## src/rtl/escu8_pkg.sv

```systemverilog
// ----------------------------------------------------------------------------
// escu8_pkg: shared types and constants of the escaped-string UTF-8 decoder
// Parse modes, decoded record layout and the character codes of the escapes.
// ----------------------------------------------------------------------------
package escu8_pkg;

	// parse mode of the front end
	typedef enum logic [2:0] {
		MODE_TEXT = 3'd0,
		MODE_ESC  = 3'd1,
		MODE_HEX0 = 3'd2,
		MODE_HEX1 = 3'd3,
		MODE_HEX2 = 3'd4,
		MODE_HEX3 = 3'd5
	} mode_t;

	// what one accepted word turns into before encoding
	typedef enum logic [1:0] {
		KIND_NONE = 2'd0,
		KIND_BYTE = 2'd1,
		KIND_UNIT = 2'd2
	} kind_t;

	// one decoded record: 1 to 4 output bytes caused by one input word
	typedef struct packed {
		logic [3:0][7:0] bytes;
		logic [2:0]      cnt;
		logic            bvalid;
		logic            last;
	} rec_t;

	localparam logic [7:0] CH_BSLASH = 8'h5C;
	localparam logic [7:0] CH_N      = 8'h6E;
	localparam logic [7:0] CH_R      = 8'h72;
	localparam logic [7:0] CH_T      = 8'h74;
	localparam logic [7:0] CH_U      = 8'h75;
	localparam logic [7:0] CH_NINE   = 8'h39;
	localparam logic [7:0] BYTE_LF   = 8'h0A;
	localparam logic [7:0] BYTE_CR   = 8'h0D;
	localparam logic [7:0] BYTE_TAB  = 8'h09;

	localparam logic [16:0] UNIT_ONE_MAX   = 17'h0007F;
	localparam logic [16:0] UNIT_TWO_MAX   = 17'h007FF;
	localparam logic [16:0] UNIT_THREE_MAX = 17'h0D7FF;
	localparam logic [16:0] UNIT_HIGH_MAX  = 17'h0DBFF;
	localparam logic [16:0] UNIT_LOW_MAX   = 17'h0DFFF;
	localparam logic [16:0] UNIT_BMP_MAX   = 17'h0FFFF;
	localparam logic [31:0] SURR_HIGH_BASE = 32'h0000D800;
	localparam logic [31:0] SURR_LOW_BASE  = 32'h0000DC00;
	localparam logic [31:0] SUPP_BASE      = 32'h00010000;

endpackage

```

## src/rtl/escu8_front.sv

```systemverilog
// ----------------------------------------------------------------------------
// escu8_front: escape parser and UTF-8 encoder
// Takes one source byte a cycle unless the queue is full; tracks the escape
// state, registers the classified word and encodes a record of up to 4 bytes.
// ----------------------------------------------------------------------------
module escu8_front import escu8_pkg::*; (
	input  logic       clk,
	input  logic       arst_n,
	input  logic       in_valid,
	output logic       in_ready,
	input  logic [7:0] in_byte,
	input  logic       in_last,
	output logic       push,
	output rec_t       push_rec,
	input  logic       full
);

	mode_t       mode_q, mode_next;
	logic [16:0] acc_q;
	logic [16:0] acc_next;
	logic [4:0]  digit;
	kind_t       kind_c;
	logic [7:0]  byte_c;
	logic        accept;

	logic        valid_s1;
	kind_t       kind_s1;
	logic [7:0]  byte_s1;
	logic [16:0] unit_s1;
	logic        last_s1;

	logic [15:0] hs_q;
	logic [20:0] cp;
	rec_t        rec_c;
	logic        store_high;
	logic        consume;

	// hex digit value and accumulator step
	assign digit    = {1'b0, in_byte[3:0]} + ((in_byte > CH_NINE) ? 5'd9 : 5'd0);
	assign acc_next = 17'({acc_q, 4'b0} + {12'b0, digit});

	assign consume  = valid_s1 && (!push || !full);
	assign in_ready = !valid_s1 || consume;
	assign accept   = in_valid && in_ready;

	// next parse mode
	always_comb begin
		mode_next = mode_q;
		unique case (mode_q)
			MODE_TEXT: mode_next = (in_byte == CH_BSLASH) ? MODE_ESC : MODE_TEXT;
			MODE_ESC:  mode_next = (in_byte == CH_U) ? MODE_HEX0 : MODE_TEXT;
			MODE_HEX0: mode_next = MODE_HEX1;
			MODE_HEX1: mode_next = MODE_HEX2;
			MODE_HEX2: mode_next = MODE_HEX3;
			MODE_HEX3: mode_next = MODE_TEXT;
			default:   mode_next = MODE_TEXT;
		endcase
		if (in_last) begin
			mode_next = MODE_TEXT;
		end
	end

	// classify the word for the encoder
	always_comb begin
		kind_c = KIND_NONE;
		byte_c = in_byte;
		unique case (mode_q)
			MODE_TEXT: begin
				kind_c = (in_byte == CH_BSLASH) ? KIND_NONE : KIND_BYTE;
			end
			MODE_ESC: begin
				kind_c = KIND_BYTE;
				unique case (in_byte)
					CH_N:    byte_c = BYTE_LF;
					CH_R:    byte_c = BYTE_CR;
					CH_T:    byte_c = BYTE_TAB;
					CH_U:    kind_c = KIND_NONE;
					default: byte_c = in_byte;
				endcase
			end
			MODE_HEX0, MODE_HEX1, MODE_HEX2: kind_c = KIND_NONE;
			MODE_HEX3: kind_c = KIND_UNIT;
			default:   kind_c = KIND_BYTE;
		endcase
	end

	// advance parse state on each accepted word
	always_ff @(posedge clk or negedge arst_n) begin
		if (!arst_n) begin
			mode_q <= MODE_TEXT;
			acc_q  <= '0;
		end else if (accept) begin
			mode_q <= mode_next;
			if (in_last || (mode_q == MODE_ESC && in_byte == CH_U)) begin
				acc_q <= '0;
			end else if (mode_q == MODE_HEX0 || mode_q == MODE_HEX1 ||
			             mode_q == MODE_HEX2 || mode_q == MODE_HEX3) begin
				acc_q <= acc_next;
			end
		end
	end

	// hold the classified word in stage 1
	always_ff @(posedge clk or negedge arst_n) begin
		if (!arst_n) begin
			valid_s1 <= 1'b0;
		end else if (in_ready) begin
			valid_s1 <= in_valid;
		end
	end

	always_ff @(posedge clk) begin
		if (accept) begin
			kind_s1 <= kind_c;
			byte_s1 <= byte_c;
			unit_s1 <= acc_next;
			last_s1 <= in_last;
		end
	end

	// supplementary point from the held high surrogate, 21 bits kept
	assign cp = 21'(SUPP_BASE + ((32'(hs_q) - SURR_HIGH_BASE) << 10)
	                + (32'(unit_s1) - SURR_LOW_BASE));

	// encode stage 1 into a record
	always_comb begin
		rec_c        = '0;
		rec_c.bvalid = 1'b1;
		rec_c.last   = last_s1;
		store_high   = 1'b0;
		case (kind_s1)
			KIND_BYTE: begin
				rec_c.cnt      = 3'd1;
				rec_c.bytes[0] = byte_s1;
			end
			KIND_UNIT: begin
				if (unit_s1 <= UNIT_ONE_MAX) begin
					rec_c.cnt      = 3'd1;
					rec_c.bytes[0] = unit_s1[7:0];
				end else if (unit_s1 <= UNIT_TWO_MAX) begin
					rec_c.cnt      = 3'd2;
					rec_c.bytes[0] = {3'b110, unit_s1[10:6]};
					rec_c.bytes[1] = {2'b10, unit_s1[5:0]};
				end else if (unit_s1 <= UNIT_THREE_MAX ||
				             (unit_s1 > UNIT_LOW_MAX && unit_s1 <= UNIT_BMP_MAX)) begin
					rec_c.cnt      = 3'd3;
					rec_c.bytes[0] = {4'b1110, unit_s1[15:12]};
					rec_c.bytes[1] = {2'b10, unit_s1[11:6]};
					rec_c.bytes[2] = {2'b10, unit_s1[5:0]};
				end else if (unit_s1 <= UNIT_HIGH_MAX) begin
					store_high = 1'b1;
				end else if (unit_s1 <= UNIT_LOW_MAX) begin
					rec_c.cnt      = 3'd4;
					rec_c.bytes[0] = {5'b11110, cp[20:18]};
					rec_c.bytes[1] = {2'b10, cp[17:12]};
					rec_c.bytes[2] = {2'b10, cp[11:6]};
					rec_c.bytes[3] = {2'b10, cp[5:0]};
				end
			end
			default: rec_c.cnt = 3'd0;
		endcase
		// end-only marker when the final word yields nothing
		if (last_s1 && rec_c.cnt == 3'd0) begin
			rec_c.cnt    = 3'd1;
			rec_c.bvalid = 1'b0;
		end
	end

	assign push     = valid_s1 && (rec_c.cnt != 3'd0);
	assign push_rec = rec_c;

	// hold the high surrogate until the string ends or another replaces it
	always_ff @(posedge clk or negedge arst_n) begin
		if (!arst_n) begin
			hs_q <= '0;
		end else if (consume) begin
			if (last_s1) begin
				hs_q <= '0;
			end else if (store_high) begin
				hs_q <= unit_s1[15:0];
			end
		end
	end

endmodule

```

## src/rtl/escu8_queue.sv

```systemverilog
// ----------------------------------------------------------------------------
// escu8_queue: record queue between parser and serializer
// Small circular buffer of decoded records with full and empty flags.
// ----------------------------------------------------------------------------
module escu8_queue import escu8_pkg::*; #(
	parameter int DEPTH = 4
) (
	input  logic clk,
	input  logic arst_n,
	input  logic push,
	input  rec_t push_rec,
	output logic full,
	input  logic pop,
	output rec_t head,
	output logic empty
);

	localparam int PW = (DEPTH > 1) ? $clog2(DEPTH) : 1;
	localparam int CW = $clog2(DEPTH + 1);
	localparam logic [PW-1:0] LAST_PTR = PW'(DEPTH - 1);
	localparam logic [CW-1:0] FULL_CNT = CW'(DEPTH);

	rec_t          mem_q [DEPTH];
	logic [PW-1:0] wr_ptr_q, rd_ptr_q;
	logic [CW-1:0] cnt_q;
	logic          do_push, do_pop;

	assign full    = (cnt_q == FULL_CNT);
	assign empty   = (cnt_q == '0);
	assign do_push = push && !full;
	assign do_pop  = pop && !empty;
	assign head    = mem_q[rd_ptr_q];

	// store incoming record
	always_ff @(posedge clk) begin
		if (do_push) begin
			mem_q[wr_ptr_q] <= push_rec;
		end
	end

	// advance pointers and fill count
	always_ff @(posedge clk or negedge arst_n) begin
		if (!arst_n) begin
			wr_ptr_q <= '0;
			rd_ptr_q <= '0;
			cnt_q    <= '0;
		end else begin
			if (do_push) begin
				wr_ptr_q <= (wr_ptr_q == LAST_PTR) ? '0 : wr_ptr_q + 1'b1;
			end
			if (do_pop) begin
				rd_ptr_q <= (rd_ptr_q == LAST_PTR) ? '0 : rd_ptr_q + 1'b1;
			end
			if (do_push && !do_pop) begin
				cnt_q <= cnt_q + 1'b1;
			end else if (do_pop && !do_push) begin
				cnt_q <= cnt_q - 1'b1;
			end
		end
	end

endmodule

```

## src/rtl/escu8_back.sv

```systemverilog
// ----------------------------------------------------------------------------
// escu8_back: output serializer
// Walks head record bytes to an output register one per cycle unless stalled.
// ----------------------------------------------------------------------------
module escu8_back import escu8_pkg::*; (
	input  logic       clk,
	input  logic       arst_n,
	input  rec_t       head,
	input  logic       empty,
	output logic       pop,
	output logic       out_valid,
	input  logic       out_ready,
	output logic [7:0] out_byte,
	output logic       out_bvalid,
	output logic       out_run_last,
	output logic       out_end
);

	logic [1:0] idx_q;
	logic       load;
	logic       at_end;
	logic       valid_q;
	logic [7:0] byte_q;
	logic       bvalid_q, run_last_q, end_q;

	assign load   = !valid_q || out_ready;
	assign at_end = ({1'b0, idx_q} == 3'(head.cnt - 3'd1));
	assign pop    = load && !empty && at_end;

	// advance byte index within the head record
	always_ff @(posedge clk or negedge arst_n) begin
		if (!arst_n) begin
			idx_q   <= '0;
			valid_q <= 1'b0;
		end else if (load) begin
			valid_q <= !empty;
			if (!empty) begin
				idx_q <= at_end ? 2'd0 : idx_q + 2'd1;
			end
		end
	end

	// load the output word
	always_ff @(posedge clk) begin
		if (load && !empty) begin
			byte_q     <= head.bytes[idx_q];
			bvalid_q   <= head.bvalid;
			run_last_q <= at_end;
			end_q      <= at_end && head.last;
		end
	end

	assign out_valid    = valid_q;
	assign out_byte     = byte_q;
	assign out_bvalid   = bvalid_q;
	assign out_run_last = run_last_q;
	assign out_end      = end_q;

endmodule

```

## src/rtl/escape_unicode_to_utf8_decoder.sv

```systemverilog
// ----------------------------------------------------------------------------
// escape_unicode_to_utf8_decoder: escaped string to UTF-8 byte stream
// Throughput: one input byte and one output word per cycle unless back-pressure
// stalls; one byte a cycle at the serializer bounds it when escapes expand.
// Reset: arst_n clears parse state, held surrogate, queue and output valid.
// ----------------------------------------------------------------------------
module escape_unicode_to_utf8_decoder import escu8_pkg::*; #(
	parameter int QUEUE_DEPTH = 4
) (
	input  logic       clk,
	input  logic       arst_n,
	input  logic       s_tvalid,
	output logic       s_tready,
	input  logic [7:0] s_tdata,   // [7:0] in_byte
	input  logic       s_tlast,   // string_end
	output logic       m_tvalid,
	input  logic       m_tready,
	output logic [7:0] m_tdata,   // [7:0] out_byte
	output logic [1:0] m_tuser,   // [0] byte_valid, [1] run_last
	output logic       m_tlast    // output_end
);

	logic push, full, pop, empty;
	rec_t push_rec, head;

	escu8_front u_front (
		.clk      (clk),
		.arst_n   (arst_n),
		.in_valid (s_tvalid),
		.in_ready (s_tready),
		.in_byte  (s_tdata),
		.in_last  (s_tlast),
		.push     (push),
		.push_rec (push_rec),
		.full     (full)
	);

	escu8_queue #(
		.DEPTH (QUEUE_DEPTH)
	) u_queue (
		.clk      (clk),
		.arst_n   (arst_n),
		.push     (push),
		.push_rec (push_rec),
		.full     (full),
		.pop      (pop),
		.head     (head),
		.empty    (empty)
	);

	escu8_back u_back (
		.clk          (clk),
		.arst_n       (arst_n),
		.head         (head),
		.empty        (empty),
		.pop          (pop),
		.out_valid    (m_tvalid),
		.out_ready    (m_tready),
		.out_byte     (m_tdata),
		.out_bvalid   (m_tuser[0]),
		.out_run_last (m_tuser[1]),
		.out_end      (m_tlast)
	);

endmodule
```

## config.mk

```make
export PLATFORM = sky130hd
export DESIGN_NAME = escape_unicode_to_utf8_decoder
export DESIGN_NICKNAME = d
export VERILOG_FILES = /design/src/rtl/escu8_pkg.sv /design/src/rtl/escu8_front.sv /design/src/rtl/escu8_queue.sv /design/src/rtl/escu8_back.sv /design/src/rtl/escape_unicode_to_utf8_decoder.sv
export SDC_FILE = /design/constraint.sdc
export NUM_CORES = 1
export LEC_CHECK = 0
export ABC_AREA = 1
export BUFFER_PORTS_ARGS = -buffer_cell sky130_fd_sc_hd__buf_4
export CAP_MARGIN = 10
export CORE_UTILIZATION = 60
export CTS_BUF_LIST = sky130_fd_sc_hd__clkbuf_8
export CTS_CLUSTER_DIAMETER = 200
export CTS_CLUSTER_SIZE = 24
export DETAILED_ROUTE_END_ITERATION = 10
export GPL_TIMING_DRIVEN = 0
export PLACE_DENSITY_LB_ADDON = 0.15
export SYNTH_ARGS = -nofsm -noshare
export SYNTH_HDL_FRONTEND = slang
export SYNTH_HIERARCHICAL = 1
export SYNTH_SLANG_ARGS = --single-unit
```

## constraint.sdc

```tcl
create_clock -name clk -period 4.73 [get_ports clk]
set_input_delay 0.7095 -clock clk [delete_from_list [all_inputs] [get_ports clk]]
set_output_delay 0.7095 -clock clk [all_outputs]
set_load 0.03 [all_outputs]
```

==> metrics.md, run 1 <==
| Metric | Value |
|---|---|
| H-tree depth | 1 |
| Cells after Synth | 1190 |
| Hold Violations, Final | 0 |
| Crit. End Element | output port |
| TritonCTS buffer count | 13 |
| Synth Warn # | 6 |
| Top cells by area, synth | edfxtp_1 48%, nand2_1 8.8%, dfrtp_1 8.2% |
| Root Buffer | clkbuf_8 |
| EDFF count, synth | 187 |
| RSZ-0062 raised after global routing | false |
| First-pass GRT wire length | 40.87 mm |
| Initial antenna violation count | 0 |
| Synth Area per Inst | 9.804 µm² |
| Post-DP HPWL | 18.94 mm |
| Slew headroom | 32.43% |
| Busiest layer in global routing | met2 |
| Max cap viols | 0 |
| Sequential cell area fraction in the yosys report | 56.28% |
| Via-per-instance ratio | 5.441 |
| Area Overhead vs Synth | 7.304% |
| Synth Cell Area | 11670 µm² |
| Final wirelength | 25.88 mm |
| Maximum vdd drop | 248.4 µV |
| Pwr dens | 502.6 nW/µm² |
| Pre-CTS WS | 1.015 ns |
| Storage cell area | 6566 µm² |
| CTS resizes | 0 |
| Count of final max-slew check failures | 0 |
| Worst slew pin tran | 1.013 ns |
| Routed via count | 8173 |
| Post-layout min period | 3.909 ns |
| Most frequent cells in the layout | 272 x nand2_1, 192 x inv_1, 187 x edfxtp_1 |
| Kind of critical path | flip-flop to output port |
| ANT nets after route | 0 |
| CTS tree | yes |
| Synth Register Bits | 225 |
| M3 GR Usage | 3.206% |
| First-iteration detailed-routing DRC count | 714 |
| Hold Crit Class | input port to async pin |
| Fillers | 1542 |
| Largest net degree at the start of global routing | 39 |
| DIE HEIGHT | 141.4 µm |
| FMAX | 255.8 MHz |
| R2R depth | 14 |
| Main synth FF type | edfxtp_1 |
| Postcts setup bufs | 0 |
| Max clock buf depth | 3 |
| Distinct cells, synth | 48 |
| Fin crit share | 82.64% |
| Crit path required time | 4.02 ns |
| I/O pin count | 26 |
| Worst EP arrival | 3.20 ns |
| Post-DR wirelength/cell | 17.23 µm |
| Final Setup Violations | 0 |
| Vias in the first global route | 7855 |
| CTS Hold Buffers Added | 0 |
| Cell Rows | 50 |
| IO Port Bufs | 24 |
| P_leak | 5.365 nW |
| Worst Clk Skew | 0.04689 ns |
| Met1 usage | 34.19% |
| Final WS setup | 0.8213 ns |
| Top cell type's share of synthesized area | 48.13% |
| Final net count | 1286 |
| Share of cells above drive strength 1 | 11.84% |
| Gp weighted congestion | 0.9512 |
| DRC viols | 0 |
| Dominant cell type by area after synthesis | edfxtp_1 |
| Post-synth ARST share | 16.89% |
| CTS Sinks | 225 |
| Multi-input gate area | 4033 µm² |
| Initial core utilization | 61.75% |
| Tot GR Track Use | 27.05% |
| Clock-pin slew on the worst setup and hold paths | 0.14 ns |
| CP startpoint kind | flip-flop |
| CP max FO | 10 |
| Die W | 141.4 µm |
| Ant. Diodes | 0 |
| Router iterations before antenna repair | 5 |
| Outcome | finished clean |
| Grt ovf | 0 |
| Met2 Usage GRT | 47.52% |
| Clock Latency Late Sink | 0.53 ns |
| Most common cell after layout, fill and taps aside | nand2_1 |
| Die Area | 20010 µm² |
| Core ar. | 18890 µm² |
| Worst hold slack | 0.1427 ns |
[layer usage]
| metal | vias up | share of wire [%] |
|---|---|---|
| li1 | 4059 | - |
| met1 | 3804 | 41 |
| met5 | - | 0 |
| met4 | 0 | 3.7 |
| met3 | 57 | 6.1 |
| met2 | 253 | 49 |
[area by class of cell]
type	instances	share of cell area [%]
sequential	225	52.45
multi-input combinational	721	32.21
inverter	196	5.887
buffer	50	2.939
tap	260	2.599
timing repair buffer	28	2.079
clock buffer	13	1.429
clock inverter	9	0.3998
[critical path: stages, from the launching register on]
cell and delay (ns):
edfxtp_1 0.57, ha_1 0.35, nand2_1 0.08, nor2_1 0.10, nand2_1 0.05, nand2_1 0.07
nand2_1 0.09, o21ai_4 0.29, nand3_1 0.19, nand2_1 0.12, inv_1 0.11, nand3_2 0.12
nand3_4 0.16, buf_4 0.23, buf_4 0.17
[power by group]
| group | internal [mW] | switching [mW] | leakage [nW] |
|---|---|---|---|
| clock | 0.273 | 0.582 | 0.138 |
| combinational | 0.936 | 1.72 | 2.97 |
| sequential | 2.59 | 0.191 | 2.26 |
| total | 3.80 | 2.50 | 5.37 |
[per-stage QoR]
step | cells | TNS (ns) | util (%) | instance area [µm²] | power [mW]
finish | 1502 | 0 | 66.26 | 12520 | 6.291
global placement | 1476 | -125.25 | 64.46 | 12180 | 5.385
global route | 1502 | 0 | 66.26 | 12520 | 6.691
floorplan | 1192 | 0 | - | 11670 | 4.653
CTS | 1502 | 0 | 66.26 | 12520 | 6.326
detailed placement | 1480 | 0 | 65.05 | 12290 | 5.481
[cells by family (layout without fill, tap and decap cells)]
kind of cell               Yosys count  after routing  share of synthesized area [%]
and+or+nand+nor                    464            464                          16.93
buffers and inverters              246            296                          9.470
DFF                                225            225                          56.28
AOI/OAI and AO/OA                  189            189                          11.05
adders and majority gates           38             38                          4.204
xor gates and xnor gates            27             27                          2.027
other                                1              3                        0.03214
[path summary, 6_finish.rpt]
check	startpoint	endpoint	slack (ns)
min in group clk	s_tlast	u_front/last_s1	0.39
hold / removal	arst_n	u_front/hs_q[8]	0.14
hold reg to reg	u_front/acc_q[12]	u_front/acc_q[12]	0.51
setup reg to reg	u_front/unit_s1[10]	u_queue/mem_q[2][6]	0.93
max in group asynchronous	arst_n	u_front/acc_q[12]	4.17
setup / recovery	u_front/unit_s1[11]	s_tready	0.82
[cells in the mapped netlist, types with 2 or more instances]
cell type / count
o21ai_0: 44
xor2_1: 14
buf_6: 18
a31oi_1: 2
dfrtp_1: 38
a21oi_1: 24
ha_1: 36
buf_2: 14
nand2_2: 16
nor4_1: 5
fa_1: 2
o21ai_1: 3
o21ai_2: 11
nand2_4: 2
o2111ai_1: 2
nor2_1: 92
inv_2: 10
xnor2_1: 13
nand3_2: 3
clkbuf_1: 9
nor2_2: 5
o221ai_1: 3
nor3_1: 10
nand4_1: 22
a32oi_1: 2
or2_2: 2
inv_1: 185
o211ai_1: 71
o21bai_1: 2
nand2_1: 272
edfxtp_1: 187
o22ai_1: 14
o211ai_2: 7
nand3_1: 30
buf_4: 7
[state kept, by name, summed over array words and instances (netlist names), 3 cells and up]
signal / count
u_front/mode_q: 3
u_front/hs_q: 11
u_queue/cnt_q: 3
u_front/acc_q: 13
u_front/byte_s1: 8
u_queue/mem_q: 148
u_front/unit_s1: 17
u_back/out_byte: 8
No activity file was read; power rests on OpenSTA's default activity.
==> run 2: changes to the inputs <==
- CORE_UTILIZATION: 60 -> 59
- clock period: 4.73 -> 3.5 ns (I/O delays scaled with it)
==> run 2 against run 1 <==
Against the previous run: routed wire length grew 4.7%; sequential power up 34%; critical path type is now flip-flop to flip-flop; power is 38% higher; clock power rose by 36%; sequential share of layout area decreased by 1.6 points; combinational power up 43%; non-clock buffer count increased by 30; largest cell class unchanged; cell area is 3.0% higher; largest power group is now combinational cells; register-to-register slack got worse by 0.82 ns; highest routed layer unchanged; worst hold slack improved by 0.069 ns; global-route usage down 0.32 points; die area is 1.7% higher.
==> metrics.md, run 2 (synthesis results as in run 1) <==
| Metric | Value |
|---|---|
| CTS tree | yes |
| Die Area | 20340 µm² (+1.7%) |
| Root Buffer | clkbuf_8 |
| Share of cells above drive strength 1 | 15.89% (+4.1 points) |
| Crit path required time | 3.86 ns (-0.16 ns) |
| Slowest stage delay, CP | 0.44 ns (-0.13 ns) |
| Via-per-instance ratio | 5.461 (+0.36%) |
| Critical path cell sequence | buf_4 > inv_2 > ha_1 > ha_1 > ha_1 > inv_1 > fa_1 > o21ai_2 > nand4_1 > o211ai_1 > xnor2_1 > o221ai_1 > nand3_2 > a21oi_4 |
| Final cell count without fillers | 1536 (+2.3%) |
| FMAX | 295.3 MHz |
| Largest net degree at the start of global routing | 39 (unchanged) |
| Slowest cell on the critical path | edfxtp_1 |
| Final Setup Violations | 0 (unchanged) |
| Multi-input gate area | 4159 µm² (+3.1%) |
| Most frequent cells in the layout | 268 x nand2_1, 188 x inv_1, 187 x edfxtp_1 |
| Sequential power share | 42.9% (-1.3 points) |
| Max clock buf depth | 3 (unchanged) |
| Critical R2R Launch | u_front/unit_s1[10] |
| CP dominant cell by count | ha_1 |
| Count of final max-slew check failures | 0 (unchanged) |
| Most common cell after layout, fill and taps aside | nand2_1 |
| Initial core utilization | 60.14% (-1.6 points) |
| DRC viols | 0 (unchanged) |
| Max cap viols | 0 (unchanged) |
| I/O pin count | 26 (unchanged) |
| Gp weighted congestion | 0.9396 (-1.2%) |
| P_leak | 5.530 nW (+3.1%) |
| Power Internal | 5.223 mW (+38%) |
| Worst slew pin tran | 1.047 ns (+0.03471 ns) |
| Hold Crit Class | input port to flip-flop |
| Worst EP arrival | 3.75 ns (+0.55 ns) |
| Grt ovf | 0 (unchanged) |
| Slew headroom | 30.11% (-2.3 points) |
| CP delay by family, top | adder cells |
| Kind of critical path | flip-flop to flip-flop |
| Post-layout min period | 3.387 ns |
| Final net count | 1316 (+2.3%) |
| IO Port Bufs | 24 (unchanged) |
| Initial antenna violation count | 0 (unchanged) |
| First-pass GRT wire length | 41.34 mm (+1.1%) |
| Core ar. | 19400 µm² (+2.7%) |
| Maximum vdd drop | 425.4 µV (+71%) |
| Ant. Diodes | 0 (unchanged) |
| Routed via count | 8388 (+2.6%) |
| Pwr dens | 673.7 nW/µm² (+34%) |
| Combinational share of power | 43.8% (+1.6 points) |
| Crit. End Element | flip-flop |
| Clk pwr share | 13.3% (-0.3 points) |
| Post-DR wirelength/cell | 17.64 µm (+2.4%) |
| Cell Rows | 51 (+2.0%) |
| Pre-CTS WS | -0.2286 ns (-1.243 ns) |
| DIE HEIGHT | 142.6 µm (+0.83%) |
| CP startpoint kind | flip-flop |
| Crit. Startpoint | u_front/unit_s1[10] |
| Fin Setup TNS | 0 ns (unchanged) |
| Area Overhead vs Synth | 10.58% |
| Final WS setup | 0.1132 ns (-0.7081 ns) |
| Final Instance Area | 12900 µm² (+3.0%) |
| First-iteration detailed-routing DRC count | 591 (-17%) |
| Die W | 142.6 µm (+0.83%) |
| TritonCTS buffer count | 13 (unchanged) |
| Top Registers | u_queue/mem_q (148), u_front/unit_s1 (17), u_front/acc_q (13) |
| Storage cell area | 6566 µm² (unchanged) |
| Clock Latency Late Sink | 0.51 ns (-0.02 ns) |
| Final wirelength | 27.10 mm (+4.7%) |
| Max FFs per register | 148 (unchanged) |
| CTS Sinks | 225 (unchanged) |
| Final Power | 8.691 mW (+38%) |
| CP max FO | 8 (-2) |
| Placed Cells | 1485 (+0.34%) |
| Hold path start | s_tlast |
| Worst path bufs/invs | 3 (unchanged) |
| Worst hold slack | 0.2115 ns (+0.06878 ns) |
| Switching portion of total power | 39.90% (+0.24 points) |
| Post-DP HPWL | 19.08 mm (+0.77%) |
| Tot GR Track Use | 26.73% (-0.32 points) |
| Vias in the first global route | 8023 (+2.1%) |
| Outcome | finished clean |
| Fin crit share | 96.76% |
| Clock-pin slew on the worst setup and hold paths | 0.14 ns (about the same) |
| H-tree depth | 1 (unchanged) |
| Hold Violations, Final | 0 (unchanged) |
| Fillers | 1594 (+3.4%) |
| ANT nets after route | 0 (unchanged) |
| Cell Area, Placed | 12300 µm² (about the same) |
| Worst Clk Skew | 0.02319 ns (-0.02370 ns) |
| Largest reg by FF count | u_queue/mem_q |
| Router iterations before antenna repair | 4 (-1) |
| NetSw | 3.468 mW (+39%) |
| Fin util | 66.50% (+0.24 points) |
run 2: routing by layer:
metal / wire [µm] / part of all wire, % / track usage, % / up-vias
li1: - / - / - / 4117
met1: 11060 / 41 / 33.62 / 3941
met5: 0 / 0 / 0 / -
met2: 13690 / 51 / 47.29 / 259
met4: 1025 / 3.8 / 11.09 / 0
met3: 1317 / 4.9 / 2.616 / 71
run 2: final cells by class:
type / instances / area share [%]
Timing Repair Buffer: 59 / 3.938
Sequential cell: 225 / 50.90
Inverter: 196 / 5.713
Buffer: 49 / 2.919
Clock buffer: 13 / 1.387
Tap cell: 265 / 2.570
Multi-Input combinational cell: 721 / 32.24
Clock inverter: 8 / 0.3298
run 2: worst paths after layout:
| check | to | slack [ns] | cells after the start |
|---|---|---|---|
| worst max-delay path | u_queue/mem_q[1][6] | 0.11 | 14 |
| worst min-delay path | u_front/last_s1 | 0.21 | 1 |
| worst max register to register | u_queue/mem_q[1][6] | 0.11 | 14 |
| worst min register to register | u_front/hs_q[6] | 0.51 | 2 |
| max in group asynchronous | u_front/hs_q[0] | 2.54 | 2 |
| min in group asynchronous | u_queue/cnt_q[1] | 0.54 | 2 |
run 2: timing repair:
| item | in CTS | in global routing |
|---|---|---|
| hold endpoints to repair | 6 | 0 |
| setup endpoints to repair | 164 | 127 |
| gates resized for setup | 7 | 35 |
| cloned | 0 | 0 |
| hold buffers | 1 | 0 |
| pin swaps | 2 | 7 |
| setup buffers | 18 | 13 |
run 2: power by group through the flow:
stage / clock [mW] / sequential, mW / combinational [mW]
final: 1.16 / 3.73 / 3.81
after global routing: 1.26 / 3.77 / 4.15
after CTS: 1.18 / 3.73 / 3.70
after detailed placement: 0 / 3.81 / 3.60
after global placement: 0 / 3.83 / 3.45
after floorplan: 0 / 3.90 / 2.39
run 2: worst reg2reg max path: stages, from the launching register on:
cell and delay (ns):
edfxtp_1 0.44, buf_4 0.20, inv_2 0.10, ha_1 0.25, ha_1 0.29, ha_1 0.21
inv_1 0.08, fa_1 0.43, o21ai_2 0.22, nand4_1 0.10, o211ai_1 0.11, xnor2_1 0.16
o221ai_1 0.24, nand3_2 0.18, a21oi_4 0.24
